$ cat src/rtl/ssst_ram.sv
// generic single write port ram with registered read
// no dependencies

module ssst_ram #(
  parameter int WIDTH = 8,
  parameter int DEPTH = 16
) (
  input  logic                     clk,
  input  logic                     we,
  input  logic [$clog2(DEPTH)-1:0] waddr,
  input  logic [WIDTH-1:0]         wdata,
  input  logic                     re,
  input  logic [$clog2(DEPTH)-1:0] raddr,
  output logic [WIDTH-1:0]         rdata
);

  logic [WIDTH-1:0] mem_r [DEPTH];
  logic [WIDTH-1:0] rdata_r;

  always_ff @(posedge clk) begin
    if (we) begin
      mem_r[waddr] <= wdata;
    end
    if (re) begin
      rdata_r <= mem_r[raddr];
    end
  end

  assign rdata = rdata_r;

endmodule

$ cat config.mk
export PLATFORM = sky130hd
export DESIGN_NAME = ssst_ram
export DESIGN_NICKNAME = d
export VERILOG_FILES = /design/src/rtl/ssst_ram.sv
export SDC_FILE = /design/constraint.sdc
export NUM_CORES = 1
export LEC_CHECK = 0
export BUFFER_PORTS_ARGS = -buffer_cell sky130_fd_sc_hd__buf_2
export CORE_ASPECT_RATIO = 1.1
export CORE_UTILIZATION = 50
export CTS_CLUSTER_SIZE = 20
export DETAILED_ROUTE_END_ITERATION = 16
export PLACE_DENSITY = 0.74
export SLEW_MARGIN = 10
export SYNTH_ARGS = -nofsm -noshare
export SYNTH_HDL_FRONTEND = slang
export SYNTH_SLANG_ARGS = --single-unit
$ cat constraint.sdc
create_clock -name clk -period 3.43 [get_ports clk]
set_clock_uncertainty 0.15 [all_clocks]
set_input_delay 0.1715 -clock clk [delete_from_list [all_inputs] [get_ports clk]]
set_output_delay 0.1715 -clock clk [all_outputs]
set_load 0.02 [all_outputs]
### Yosys cells after proc, flatten, opt, wreduce, memory -nomap -nowiden

Memory sizes are Yosys's and may differ from the RTL's. A register that Yosys moved wholly into a read port is not among the register bits.
Index checks and enable logic that the tools add are counted.

* reduce and logical (&&, ||, !) cells: 0
* mux-type cells: 2
* eq/ne operators: 0
* $add $sub $neg: 0
* shifts and indexed selects: 0
* multipliers: 0
* div/mod/pow operators: 0
* bitwise logic cells: 0
* magnitude comparators: 0

Operators with widths (count)
* 1-bit two-way mux: 2

* bits in writable memories: 128
* memory bits (read-only): 0
* register bits: 0
* memories kept: 1
* bits of input ports: 19
* bits in latches: 0
* word-level logic and storage cells: 3

Memory list
* mem_r: depth 16, bits a word 8, read ports 1, clocked after Yosys merged registers in 1, wr ports 1, line 17 `logic [WIDTH-1:0] mem_r [DEPTH];`

### Depth between registers and ports, before layout

* depth in word-level cells: 2
* gate-level depth with buffers: 5
* mapped depth without buffers: 3

### Least setup slack after synthesis

No wires, ideal clock.

* path kind: in2reg
* start: in waddr[2]
* end: mem mem_r[0][0], enable pin
* setup slack: 1.616 ns
* path buffers: 0
* arrival: 1.281 ns
* stages on the path: 2
* library setup time: 0.383 ns
* path through: or3b_2 nor3_1

RTL lines
* from (decl): line 10 `input logic [$clog2(DEPTH)-1:0] waddr,`
* to (decl): line 17

No word-level cell before the write port.

### Worst setup path after layout

* start: in waddr[1]
* end: mem mem_r[9][4], enable pin

No word-level cell before the write port.

==> flow_summary.toml <==
[drt]
remaining_number_of_nets_flagged_by_the_antenna_check_after_routing = 0
vias_per_cell = 5.78
post_drt_wl_per_cell_um = 22.7
drt_pass1_iterations = 5
drt_drc_violations_left = 0
via_count = 2503
drt-initial-drc-count = 247
postRouteWirelength_mm = 9.83

[run_status]
status = "finished, final reports clean"

[sta]
period_needed_ns = 1.98
fin_crit_sh = 0.579
worst_slew_margin_rel = 0.237
hold_viol = 0
maxClockFrequency_mhz = 504
grt_setup_unrepaired = "no"
finalMaxSlewViolations = 0
worstMarginPinSlew_ns = 1.14
setup_total_negative_slack_ns = 0
final-setup-viol-count = 0

[min_path]
whs_endpoint = "mem_r[4][0]$_DFFE_PP_"
hold_path_startpoint = "waddr[2]"
worst_min_delay_path_category = "in2reg"
worstHoldPathCells = 3

[placed_design]
dp.final_hpwl_mm = 5.76
placement.cell_area_mm2 = 0.00548
place.gp.congestion = 0.710
port_buffers = 26

[synthesis]
post_synth_inst_count = 229
post_synth.cell_area_avg_um2 = 22.8
ys.flop_type = "sky130_fd_sc_hd__edfxtp_1"
synth_sequential_area_ratio = 0.781
postSynthNetCount = 248
yosys.cell_types.count = 18
postSynthRegisterBits = 136
synthesis.area_mm2 = 0.00523
yosys_warnings = 0
number_of_enable_type_register_cells_in_the_synthesized_netlist = 136
async_flop_share = 0

[grt]
antenna_found_initial = 0
grt_overflow = 0
largest_net_degree_at_the_start_of_global_routing = 33
grt_pass1_wl_mm = 14.9
number_of_global_route_vias_before_repair = 2557
groute.usage.overall = 0.205

[clock_tree]
worst_skew_pair.late_latency_ns = 0.53
cts_htree_levels = 4
cts_tree = "done"
cts_made_buffers = 17
cts.reportedPaths.clkPinSlew_ns = 0.06
root_buffer = "sky130_fd_sc_hd__clkbuf_8"
clock_sinks = 136
cts_max_path_buffers = 2

[worst_setup_path]
cp_data_required_time_ns = 3.43
r2r.worst_path.cells = 3
endpoint_kind = "flop"
timing.reg2reg.setup_slack_ns = 1.78
crit_path_top_delay_cell = "sky130_fd_sc_hd__nor2_1"
r2r_end = "rdata[5]$_DFFE_PP_"
timing.critical_path.slowest_cell_delay_ns = 0.87
setup.worst_path.class = "in2reg"
worst_setup_path_start_kind = "input port"
critical_path_peak_fanout = 8
arrival_time_at_the_worst_endpoint_ns = 1.98
worstPathCellList = "dlygate4sd3_1, buf_2, nand2b_1, nor2_1"
r2r_start = "mem_r[1][5]$_DFFE_PP_"

[floorplan]
boundaryPins = 27
rows = 38
die_height_um = 109
design.core.area_mm2 = 0.0100
initial_utilization = 0.521
die_area_mm2 = 0.0109
die_width_um = 99.5

[final_layout]
num_antenna_cells = 0
fin_nets = 299
layout.cell_area.non_filler_mm2 = 0.00618
layout.filler_cells = 688
areaGrowthSynthToFinish_pct = 18.2
layout-drive-gt1-share = 0.270
fin_util = 0.616

[power_and_ir_drop]
leak_nw = 2.06
pwr_dens_mw_per_mm2 = 619
vdd_drop_max_mv = 0.308

[job]
cap_violations = 0
## cell usage after synthesis (2+ instances only)
master,n,area (um^2)
sky130_fd_sc_hd__mux4_2,18,405
sky130_fd_sc_hd__nand2b_1,2,12.5
sky130_fd_sc_hd__clkdlybuf4s25_2,3,30.0
sky130_fd_sc_hd__nand2_1,9,33.8
sky130_fd_sc_hd__buf_6,3,33.8
sky130_fd_sc_hd__nand3b_1,2,15.0
sky130_fd_sc_hd__buf_2,3,15.0
sky130_fd_sc_hd__edfxtp_1,136,4080
sky130_fd_sc_hd__a22oi_1,16,120
sky130_fd_sc_hd__nor2_1,13,48.8
sky130_fd_sc_hd__mux4_1,14,368
sky130_fd_sc_hd__nor3_1,4,20.0
## placed cells by master (no fill, tap or decap)
| master | count |
|---|---|
| sky130_fd_sc_hd__edfxtp_1 | 136 |
| sky130_fd_sc_hd__buf_2 | 26 |
| sky130_fd_sc_hd__mux4_2 | 18 |
| sky130_fd_sc_hd__a22oi_1 | 16 |
| sky130_fd_sc_hd__clkbuf_16 | 16 |
| sky130_fd_sc_hd__mux4_1 | 14 |
| sky130_fd_sc_hd__nor2_1 | 13 |
| sky130_fd_sc_hd__dlygate4sd3_1 | 12 |
| sky130_fd_sc_hd__nand2_1 | 9 |
| sky130_fd_sc_hd__clkinv_2 | 4 |
| sky130_fd_sc_hd__buf_4 | 4 |
| sky130_fd_sc_hd__nor3_1 | 3 |
| sky130_fd_sc_hd__clkinvlp_4 | 3 |
| sky130_fd_sc_hd__bufinv_16 | 3 |
| sky130_fd_sc_hd__nand3b_1 | 2 |
| sky130_fd_sc_hd__nand2b_1 | 2 |
| sky130_fd_sc_hd__clkinv_4 | 2 |
| sky130_fd_sc_hd__clkinv_1 | 2 |
| sky130_fd_sc_hd__nor2b_1 | 1 |
| sky130_fd_sc_hd__and2_1 | 1 |
| sky130_fd_sc_hd__and2b_1 | 1 |
| sky130_fd_sc_hd__nand3_1 | 1 |
| sky130_fd_sc_hd__nor3_2 | 1 |
| sky130_fd_sc_hd__or3b_2 | 1 |
| sky130_fd_sc_hd__clkbuf_8 | 1 |
| sky130_fd_sc_hd__clkbuf_1 | 1 |
## through the flow
stage / setup slack [ns] / power [W] / instances / hold WS (ns)
CTS: 1.48 / 0.00384 / 433 / 0.0436
global route: 1.42 / 0.00393 / 433 / 0.0989
floorplan: 1.62 / 0.00202 / 229 / 0.120
global placement: 1.28 / 0.00208 / 389 / 0.401
finish: 1.45 / 0.00383 / 433 / 0.0646
detailed placement: 1.25 / 0.00209 / 389 / 0.397
## layout make-up
class	count	area (um^2)	share of cell area
multi-input cells	83	1060	0.172
clock inverters	14	158	0.0255
well taps	140	175	0.0284
flip-flops and latches	136	4080	0.661
clock buffers	18	418	0.0677
repair buffers	42	280	0.0454
## where the power goes
part	internal, W	leakage [nW]	switching, W
combinational	0.0000742	0.548	0.000104
sequential	0.00187	1.24	0.00000924
clock	0.00110	0.275	0.000668
total	0.00304	2.06	0.000782
## critical path, delay by kind of cell
family                 cells  cell delay (ns)
buffers and inverters      2             0.72
AND/OR/NAND/NOR            2             1.08
## layer usage
metal  global-route usage  up-vias  part of all wire
li1                     -     1083                 -
met1                0.276     1281              0.41
met2                0.316      125              0.50
met3               0.0538       14             0.070
met4               0.0945        0             0.021
met5                    0        -                 0
## timing repair
item	4_1_cts	5_1_grt
hold buffers	12	0
setup endpoints to repair	0	0
setup buffers	0	0
resized for setup	0	0
endpoints found under the hold margin	140	0
## worst max-delay path by stage
stage / startpoint / slack, ns / end / depth (start not counted)
CTS: waddr[1] / 1.48 / mem_r[9][4]$_DFFE_PP_ / 4
floorplan: waddr[2] / 1.62 / mem_r[0][0]$_DFFE_PP_ / 2
global placement: raddr[0] / 1.28 / rdata[5]$_DFFE_PP_ / 5
detailed placement: raddr[0] / 1.25 / rdata[2]$_DFFE_PP_ / 5
finish: waddr[1] / 1.45 / mem_r[9][4]$_DFFE_PP_ / 4
global route: waddr[1] / 1.42 / mem_r[4][5]$_DFFE_PP_ / 4
## cells by family after synthesis
family	synth area share
buffers and inverters	0.0165
DFF	0.781
AOI/OAI and AO/OA	0.0230
and+or+nand+nor	0.0314
muxes	0.148
## sequential cells by signal, summed over array words and instances, names as in the netlist
| signal | cells |
|---|---|
| mem_r | 128 |
| rdata | 8 |
No activity file was read; power rests on OpenSTA's default activity.
