File: src/rtl/ssst_pkg.sv
// package for the sparse set table: sizes, opcodes, status codes and shared types
// depends on nothing; every other file but ssst_ram imports it

package ssst_pkg;

  localparam int SLOTS       = 1024;
  localparam int HANDLE_BITS = 32;
  localparam int HANDLE_W    = 32;
  localparam int STORE_W     = (HANDLE_BITS < HANDLE_W) ? HANDLE_BITS : HANDLE_W;
  localparam int SLOT_W      = $clog2(SLOTS);
  localparam int KEY_W       = SLOT_W;
  localparam int CNT_W       = $clog2(SLOTS + 1);
  localparam int MAP_W       = SLOT_W + 1;
  localparam int OP_W        = 2;
  localparam int ST_W        = 2;
  localparam int POS_W       = 10;
  localparam int CNT_OUT_W   = 10;

  localparam logic [OP_W-1:0] OP_ADD    = 2'd0;
  localparam logic [OP_W-1:0] OP_REMOVE = 2'd1;
  localparam logic [OP_W-1:0] OP_FIND   = 2'd2;
  localparam logic [OP_W-1:0] OP_CLEAR  = 2'd3;

  localparam logic [ST_W-1:0] ST_OK     = 2'd0;
  localparam logic [ST_W-1:0] ST_ABSENT = 2'd1;
  localparam logic [ST_W-1:0] ST_DUP    = 2'd2;
  localparam logic [ST_W-1:0] ST_FULL   = 2'd3;

  typedef struct packed {
    logic              valid;
    logic [SLOT_W-1:0] pos;
  } map_entry_t;

  typedef struct packed {
    logic              we;
    logic [SLOT_W-1:0] waddr;
    map_entry_t        wdata;
    logic              re;
    logic [SLOT_W-1:0] raddr;
  } map_req_t;

  typedef struct packed {
    logic               we;
    logic [SLOT_W-1:0]  waddr;
    logic [STORE_W-1:0] wdata;
    logic               re;
    logic [SLOT_W-1:0]  raddr;
  } dense_req_t;

  typedef struct packed {
    logic [POS_W-1:0]     position;
    logic [ST_W-1:0]      status;
    logic [CNT_OUT_W-1:0] count;
  } result_t;

endpackage

File: src/rtl/ssst_ctrl.sv
// sequencer for the sparse set table: read, modify and write back of the key map
// and dense handle rams, clearing pass, result hold; depends on ssst_pkg

module ssst_ctrl (
  input  logic                         clk,
  input  logic                         rst_n,
  input  logic                         item_valid,
  output logic                         item_ready,
  input  logic [ssst_pkg::OP_W-1:0]    item_op,
  input  logic [ssst_pkg::HANDLE_W-1:0] item_handle,
  input  ssst_pkg::map_entry_t         map_rdata,
  input  logic [ssst_pkg::STORE_W-1:0] dense_rdata,
  output ssst_pkg::map_req_t           map_req,
  output ssst_pkg::dense_req_t         dense_req,
  output logic                         res_valid,
  input  logic                         res_ready,
  output ssst_pkg::result_t            res
);
  import ssst_pkg::*;

  localparam logic [2:0] S_IDLE = 3'd0;
  localparam logic [2:0] S_LOOK = 3'd1;
  localparam logic [2:0] S_REM1 = 3'd2;
  localparam logic [2:0] S_REM2 = 3'd3;
  localparam logic [2:0] S_CLR  = 3'd4;
  localparam logic [2:0] S_HOLD = 3'd5;

  logic [2:0]         state_r, state_nxt;
  logic [OP_W-1:0]    op_r, op_nxt;
  logic [KEY_W-1:0]   key_r, key_nxt;
  logic [STORE_W-1:0] hdl_r, hdl_nxt;
  logic [CNT_W-1:0]   count_r, count_nxt;
  logic [SLOT_W-1:0]  slot_r, slot_nxt;
  logic [SLOT_W-1:0]  clr_idx_r, clr_idx_nxt;
  logic               clr_resp_r, clr_resp_nxt;
  result_t            hold_r, hold_nxt;

  logic               accept;
  logic [STORE_W-1:0] in_hdl;
  logic [KEY_W-1:0]   in_key;
  logic               in_key_ok;
  logic [CNT_W-1:0]   cnt_dec;
  logic [CNT_W-1:0]   cnt_inc;
  logic [SLOT_W-1:0]  last_idx;

  function automatic result_t make_result(input logic [SLOT_W-1:0] pos,
                                          input logic [ST_W-1:0] st,
                                          input logic [CNT_W-1:0] cnt);
    result_t r;
    r.position = POS_W'(pos);
    r.status   = st;
    r.count    = CNT_OUT_W'(cnt);
    return r;
  endfunction

  assign item_ready = (state_r == S_IDLE);
  assign accept     = item_valid && item_ready;
  assign in_hdl     = item_handle[STORE_W-1:0];
  assign in_key     = in_hdl[KEY_W-1:0];
  assign in_key_ok  = (in_key < KEY_W'(SLOTS - 1));
  assign cnt_dec    = count_r - CNT_W'(1);
  assign cnt_inc    = count_r + CNT_W'(1);
  assign last_idx   = cnt_dec[SLOT_W-1:0];

  always_comb begin
    state_nxt    = state_r;
    op_nxt       = op_r;
    key_nxt      = key_r;
    hdl_nxt      = hdl_r;
    count_nxt    = count_r;
    slot_nxt     = slot_r;
    clr_idx_nxt  = clr_idx_r;
    clr_resp_nxt = clr_resp_r;
    hold_nxt     = hold_r;
    map_req      = '0;
    dense_req    = '0;
    res_valid    = 1'b0;
    res          = '0;

    case (state_r)
      S_IDLE: begin
        if (accept) begin
          op_nxt  = item_op;
          key_nxt = in_key;
          hdl_nxt = in_hdl;
          if (item_op == OP_CLEAR) begin
            count_nxt    = '0;
            clr_idx_nxt  = '0;
            clr_resp_nxt = 1'b1;
            state_nxt    = S_CLR;
          end else if (!in_key_ok) begin
            res_valid = 1'b1;
            res       = make_result('0, ST_ABSENT, count_r);
          end else begin
            map_req.re    = 1'b1;
            map_req.raddr = in_key;
            if (item_op == OP_REMOVE) begin
              dense_req.re    = 1'b1;
              dense_req.raddr = last_idx;
              state_nxt       = S_REM1;
            end else begin
              state_nxt = S_LOOK;
            end
          end
        end
      end
      S_LOOK: begin
        res_valid = 1'b1;
        state_nxt = S_IDLE;
        if (op_r == OP_ADD) begin
          if (map_rdata.valid) begin
            res = make_result(map_rdata.pos, ST_DUP, count_r);
          end else if (count_r >= CNT_W'(SLOTS)) begin
            res = make_result('0, ST_FULL, count_r);
          end else begin
            dense_req.we        = 1'b1;
            dense_req.waddr     = count_r[SLOT_W-1:0];
            dense_req.wdata     = hdl_r;
            map_req.we          = 1'b1;
            map_req.waddr       = key_r;
            map_req.wdata.valid = 1'b1;
            map_req.wdata.pos   = count_r[SLOT_W-1:0];
            count_nxt           = cnt_inc;
            res = make_result(count_r[SLOT_W-1:0], ST_OK, cnt_inc);
          end
        end else begin
          if (map_rdata.valid) begin
            res = make_result(map_rdata.pos, ST_OK, count_r);
          end else begin
            res = make_result('0, ST_ABSENT, count_r);
          end
        end
      end
      S_REM1: begin
        if (!map_rdata.valid || (count_r == '0)) begin
          res_valid = 1'b1;
          res       = make_result('0, ST_ABSENT, count_r);
          state_nxt = S_IDLE;
        end else begin
          // last entry moves into the freed slot, its map entry follows it
          dense_req.we        = 1'b1;
          dense_req.waddr     = map_rdata.pos;
          dense_req.wdata     = dense_rdata;
          map_req.we          = 1'b1;
          map_req.waddr       = dense_rdata[KEY_W-1:0];
          map_req.wdata.valid = 1'b1;
          map_req.wdata.pos   = map_rdata.pos;
          slot_nxt            = map_rdata.pos;
          count_nxt           = cnt_dec;
          state_nxt           = S_REM2;
        end
      end
      S_REM2: begin
        // removed key invalidated after the move
        map_req.we    = 1'b1;
        map_req.waddr = key_r;
        res_valid     = 1'b1;
        res           = make_result(slot_r, ST_OK, count_r);
        state_nxt     = S_IDLE;
      end
      S_CLR: begin
        map_req.we    = 1'b1;
        map_req.waddr = clr_idx_r;
        clr_idx_nxt   = clr_idx_r + SLOT_W'(1);
        if (clr_idx_r == SLOT_W'(SLOTS - 1)) begin
          state_nxt = S_IDLE;
          if (clr_resp_r) begin
            res_valid = 1'b1;
            res       = make_result('0, ST_OK, count_r);
          end
        end
      end
      S_HOLD: begin
        res_valid = 1'b1;
        res       = hold_r;
        if (res_ready) begin
          state_nxt = S_IDLE;
        end
      end
      default: begin
        state_nxt = S_IDLE;
      end
    endcase

    if (res_valid && !res_ready && (state_r != S_HOLD)) begin
      hold_nxt  = res;
      state_nxt = S_HOLD;
    end
  end

  always_ff @(posedge clk) begin
    if (!rst_n) begin
      state_r    <= S_CLR;
      count_r    <= '0;
      clr_idx_r  <= '0;
      clr_resp_r <= 1'b0;
    end else begin
      state_r    <= state_nxt;
      count_r    <= count_nxt;
      clr_idx_r  <= clr_idx_nxt;
      clr_resp_r <= clr_resp_nxt;
    end
  end

  always_ff @(posedge clk) begin
    op_r   <= op_nxt;
    key_r  <= key_nxt;
    hdl_r  <= hdl_nxt;
    slot_r <= slot_nxt;
    hold_r <= hold_nxt;
  end

endmodule

File: config.mk
export PLATFORM = sky130hd
export DESIGN_NAME = ssst_ctrl
export DESIGN_NICKNAME = d
export VERILOG_FILES = /design/src/rtl/ssst_pkg.sv /design/src/rtl/ssst_ctrl.sv
export SDC_FILE = /design/constraint.sdc
export NUM_CORES = 1
export LEC_CHECK = 0
export ABC_AREA = 0
export CORE_MARGIN = 3
export CORE_UTILIZATION = 35
export CTS_CLUSTER_DIAMETER = 150
export DETAILED_ROUTE_END_ITERATION = 16
export DONT_BUFFER_PORTS = 1
export GPL_ROUTABILITY_DRIVEN = 1
export GPL_TIMING_DRIVEN = 0
export PLACE_DENSITY_LB_ADDON = 0.2
export SYNTH_ARGS = -nofsm -noshare
export SYNTH_HDL_FRONTEND = slang
export SYNTH_SLANG_ARGS = --single-unit
File: constraint.sdc
create_clock -name clk -period 3.9 [get_ports clk]
set_clock_uncertainty 0.1 [all_clocks]
set_input_delay 0.39 -clock clk [delete_from_list [all_inputs] [get_ports clk]]
set_output_delay 0.39 -clock clk [all_outputs]
set_load 0.02 [all_outputs]
# Word level (Yosys, flattened, before mapping)
# Index checks and enable logic that the tools add are counted.
[totals]
output_inout_bits = 111
in_bits = 81
wordCells = 118
reg_bits = 101
[classes]
muxes = 57
n_bitwise = 2
eq_ne = 22
n_reduce_logical = 20
addsub = 3
n_lt_le_gt_ge = 2
[op_table]
columns = ["cell", "count"]
rows = [
  ["$mux W11", 19],
  ["$mux W22", 8],
  ["$mux W43", 4],
  ["$pmux W22 S6", 1],
  ["$pmux W43 S2", 1],
  ["$pmux W11 S4", 1],
  ["$mux W10", 4],
  ["$pmux W11 S3", 1],
  ["$pmux W11 S2", 1],
  ["$pmux W10 S2", 1],
  ["$mux W3", 5],
  ["$ne A2 B2 Y1 const B", 6],
  ["$pmux W3 S4", 1],
  ["$add A11 B1 Y11 const B", 1],
  ["$ge A11 B11 Y1 const B", 1],
  ["$logic_not A11 Y1", 1],
  ["$sub A11 B1 Y11 const B", 1],
  ["$add A10 B1 Y10 const B", 1],
  ["$eq A10 B10 Y1 const B", 1],
  ["$lt A10 B10 Y1 const B", 1],
  ["$ne A3 B3 Y1 const B", 3],
  ["$reduce_and A4 Y1", 2],
  ["$mux W1", 7],
  ["$reduce_and A7 Y1", 1],
  ["22 further kinds", 33],
]

# Longest topological paths before layout
[depth]
ltp_word = 9
depth_mapped = 11

# Worst setup path after synthesis
# OpenSTA, ideal clock, no wires.
[synth_path]
kind = "flip-flop to flip-flop"
start = "register state_r[0]"
end = "register hold_r[0] (netlist bit) (enable)"
setup_slack_ps = 450
arrival_ps = 2968
path_stages_with_launch = 6
n_path_buf = 1
t_required_ps = 3417
path_cell_list = "dfxtp_1 > clkbuf_1 > or4b_2 > inv_1 > a32o_1 > o311a_1"
[synth_between]
elab_chain_cells = 6
elab_cells_between_ends = 13
[synth_lines]
columns = ["element", "line", "rtl"]
rows = [
  ["start: declaration", "ssst_ctrl.sv:28", "logic [2:0] state_r, state_nxt;"],
  ["start signal: assignment", "ssst_ctrl.sv:198", "state_r <= state_nxt;"],
  ["$logic_not A3 Y1", "ssst_ctrl.sv:56, ssst_ctrl.sv:80", ""],
  ["$logic_and A1 B1 Y1", "ssst_ctrl.sv:57", "assign accept = item_valid && item_ready;"],
  ["$mux W1", "ssst_ctrl.sv:82", "if (accept) begin"],
  ["$pmux W1 S4", "ssst_ctrl.sv:80", "case (state_r)"],
  ["$logic_and A1 B1 Y1", "ssst_ctrl.sv:185", "if (res_valid && !res_ready && (state_r != S_HOLD)) begin"],
  ["$logic_and A1 B1 Y1 (*)", "ssst_ctrl.sv:185", ""],
  ["end signal: assignment", "ssst_ctrl.sv:210", "hold_r <= hold_nxt;"],
  ["end: declaration", "ssst_ctrl.sv:36", "result_t hold_r, hold_nxt;"],
]
# Every way passes the cells marked *; elsewhere a longest branch is shown, timed or not.
# A chain may end at the register's enable or synchronous reset.

==> reports/qor.txt <==
Layout area overhead = 10.6%
Post-Synth XOR/XNOR Area = 2.32%
Static Leak = 0.00213 uW
RSZ-0062 raised after global routing = no
Detailed Route Iter0 Violations = 439
gpl congestion = 0.876
f_max = 0.263 GHz
Routed WL = 17.4 mm
Post-DRT Antenna Nets = 0
Die X = 129 microns
average instance area after synthesis = 9.99 sq um
top cells by area, synth = edfxtp_1, dfxtp_1, a22o_1
Worst-Skew Late Latency = 0.36 ns
CTS tree = yes
Post-synth EDFFs = 66
WHS = 0.0265 ns
Post-Place Setup Slack = -0.516 ns
htree depth = 3
Cell Chain, Critical Path = inv_2 > ha_2 > or3b_4 > or3_4 > o211ai_4 > inv_2 > buf_6 > a222oi_1 > inv_1
nets = 625
internal power = 1550 uW
CTS Sinks = 91
CP max stage delay = 0.44 ns
Mapped Area = 0.00528 sq mm
Synth Area in Compound Gates = 25.7%
Seq pwr share = 52.3%
Reg-to-Reg Start = count_r[1]
port bufs = 0
Post-Synth Adder-Cell Area = 0.947%
async set or reset register ratio after synthesis = 0%
CTS Root Cell = clkbuf_16
combinational share of power = 1.5%
# fillers = 1461
via/cell ratio = 6.19
worst r2r dst = hold_r[4]
most common cell after layout, fill and taps aside = edfxtp_1
Final Max Slew Viols = 0
minimum clock period = 3.80 ns
layout cells sized above 1 = 11.7%
most frequent cells in the layout = edfxtp_1, nand2_1, a22o_1, nor2_1, clkbuf_1
Die ar. = 0.0166 sq mm
antenna cell count = 0
cell accounting for the most synthesized area = edfxtp_1
Arr. time, crit path = 3.31 ns
Sw Pwr = 437 uW
Detailed Routing Iterations Pass 1 = 5
post-DP HPWL = 12.9 mm
worst-path fanout max = 11
main combinational cell family by area after synthesis = compound AO/OA/AOI/OAI gates
Final Hold Viols = 0
GRT Util Overall = 19.9%
wire per inst = 23.8 microns
count of mapped cells out of synthesis = 529
setup ws final = 0.0969 ns
hold buffers post-CTS = 0
GRT overflow = 0
r2r setup slk = 0.55 ns
post-synthesis mux area share = 0%
Rows = 44
post-synth top area share = 37.5%
chip height = 129 microns
Seq/Total Area, Yosys = 47.0%
Endpoint, Worst Hold = key_r[5]
flops & latches, synth = 91
Crit-path slowest cell = dfxtp_1
Slew HR = 16.3%
syn_nets = 614
power density cells = 340 mW/mm^2
Hold Crit Start = item_handle[5]
status = completed
Synth cell types = 69
Max clock buf depth = 2
Synth Flop Type = edfxtp_1
initial antenna violation count = 0
core area = 0.0146 sq mm
period utilization = 97.5%
simple-gate portion of the synthesized area = 16.9%
HP Class = in2reg
initial core utilization = 36.1%
vias in the first global route = 4343
most used cell, CP = inv_2
Setup Crit Path Kind = reg2out
Final setup viols = 0
Worst EP required = 3.41 ns
Net Sw Frac = 22.0%
Critical Path End Type = primary output
Design Power = 1990 uW
IR Drop Worst-Case VDD = 240 uV
residual DRC count = 0
Worst Reg-to-Reg Cells = 6
clock share of power = 46.3%
yosys warns = 0
Reg clk slew, reported paths = 0.07 ns
Vias = 4515
max cap viols = 0
hold path depth = 0
largest net degree at the start of global routing = 37
Worst-Margin Slew = 1.24 ns
crit start category = flip-flop
first-pass GRT wire length = 25.3 mm
Ports = 192
Inserted Clock Buffers = 9
[area by class of cell]
type	count	area [sq um]	share of cell area, %
buffer	56	303	5.18
clock buffer	10	229	3.92
clock inverter	6	70.1	1.20
inverter	21	82.6	1.41
multi-input combinational	360	2440	41.8
sequential	91	2480	42.5
tap	184	230	3.94
timing repair inverter	1	5.00	0.0856
[power by group through the flow]
stage / sequential, uW / combinational (uW) / clock [uW]
2_1_floorplan: 1060 / 22.5 / 0
3_3_place_gp: 1060 / 28.7 / 0
3_5_place_dp: 1060 / 29.4 / 0
4_1_cts: 1040 / 29.4 / 935
5_1_grt: 1040 / 32.6 / 967
6_report: 1040 / 29.6 / 918
[kinds of logic after synthesis]
kind of cell | count (synthesis)
simple gates | 178
compound gates | 164
flops | 91
buf+inv | 78
xor+xnor | 14
fa+ha+maj | 4
[what timing repair did]
action | CTS | global route
endpoints found under the setup margin | 64 | 18
buffers inserted | 0 | 0
pin swaps | 1 | 0
gates cloned | 0 | 1
hold endpoints to repair | 0 | 0
gates resized for setup | 11 | 7
[stage by stage]
step	setup TNS (ns)	cells	utilization, %	instance area (sq um)
floorplan	0	529	-	5280
global placement	-12.53	713	37.6	5510
detailed placement	-12.94	713	37.6	5510
CTS	0	728	39.8	5820
global route	0	729	39.9	5840
finish	0	729	39.9	5840
[routing by layer]
metal	share of wire (%)	GRT usage (%)	wire length [microns]
met5	0	0	0
met4	1.8	6.30	312
met3	9.6	7.18	1660
met2	49	33.4	8510
met1	40	23.7	6870
[state kept, by name, indices dropped and copies added (netlist names)]
name	cells
count_r	11
op_r	2
clr_resp_r	1
state_r	3
clr_idx_r	10
key_r	9
hold_r	22
slot_r	10
hdl_r	23
[cells in the mapped netlist (14+ instances only)]
master / n
edfxtp_1: 66
nand2_1: 53
a22o_1: 49
nor2_1: 33
clkbuf_1: 32
dfxtp_1: 25
inv_1: 20
and2_1: 15
nand3_1: 15
a21oi_1: 14
nor3_1: 14
[worst max-delay path by stage]
stage / from / cells past startpoint / endpoint / slack [ns]
CTS: op_r[1] / 5 / res[9] / 0.02
detailed placement: state_r[0] / 5 / hold_r[15] / -0.52
global placement: state_r[0] / 5 / hold_r[17] / -0.51
global route: count_r[1] / 9 / map_req[30] / 0.01
finish: count_r[1] / 9 / map_req[30] / 0.1
floorplan: state_r[0] / 5 / hold_r[0] / 0.45
[critical path, delay by kind of cell (launching register included)]
family	cells	cell delay [ns]
simple gates	2	0.86
buf+inv	4	0.72
compound gates	2	0.68
flops	1	0.44
fa+ha+maj	1	0.25
Power figures use the tool's default switching activity.
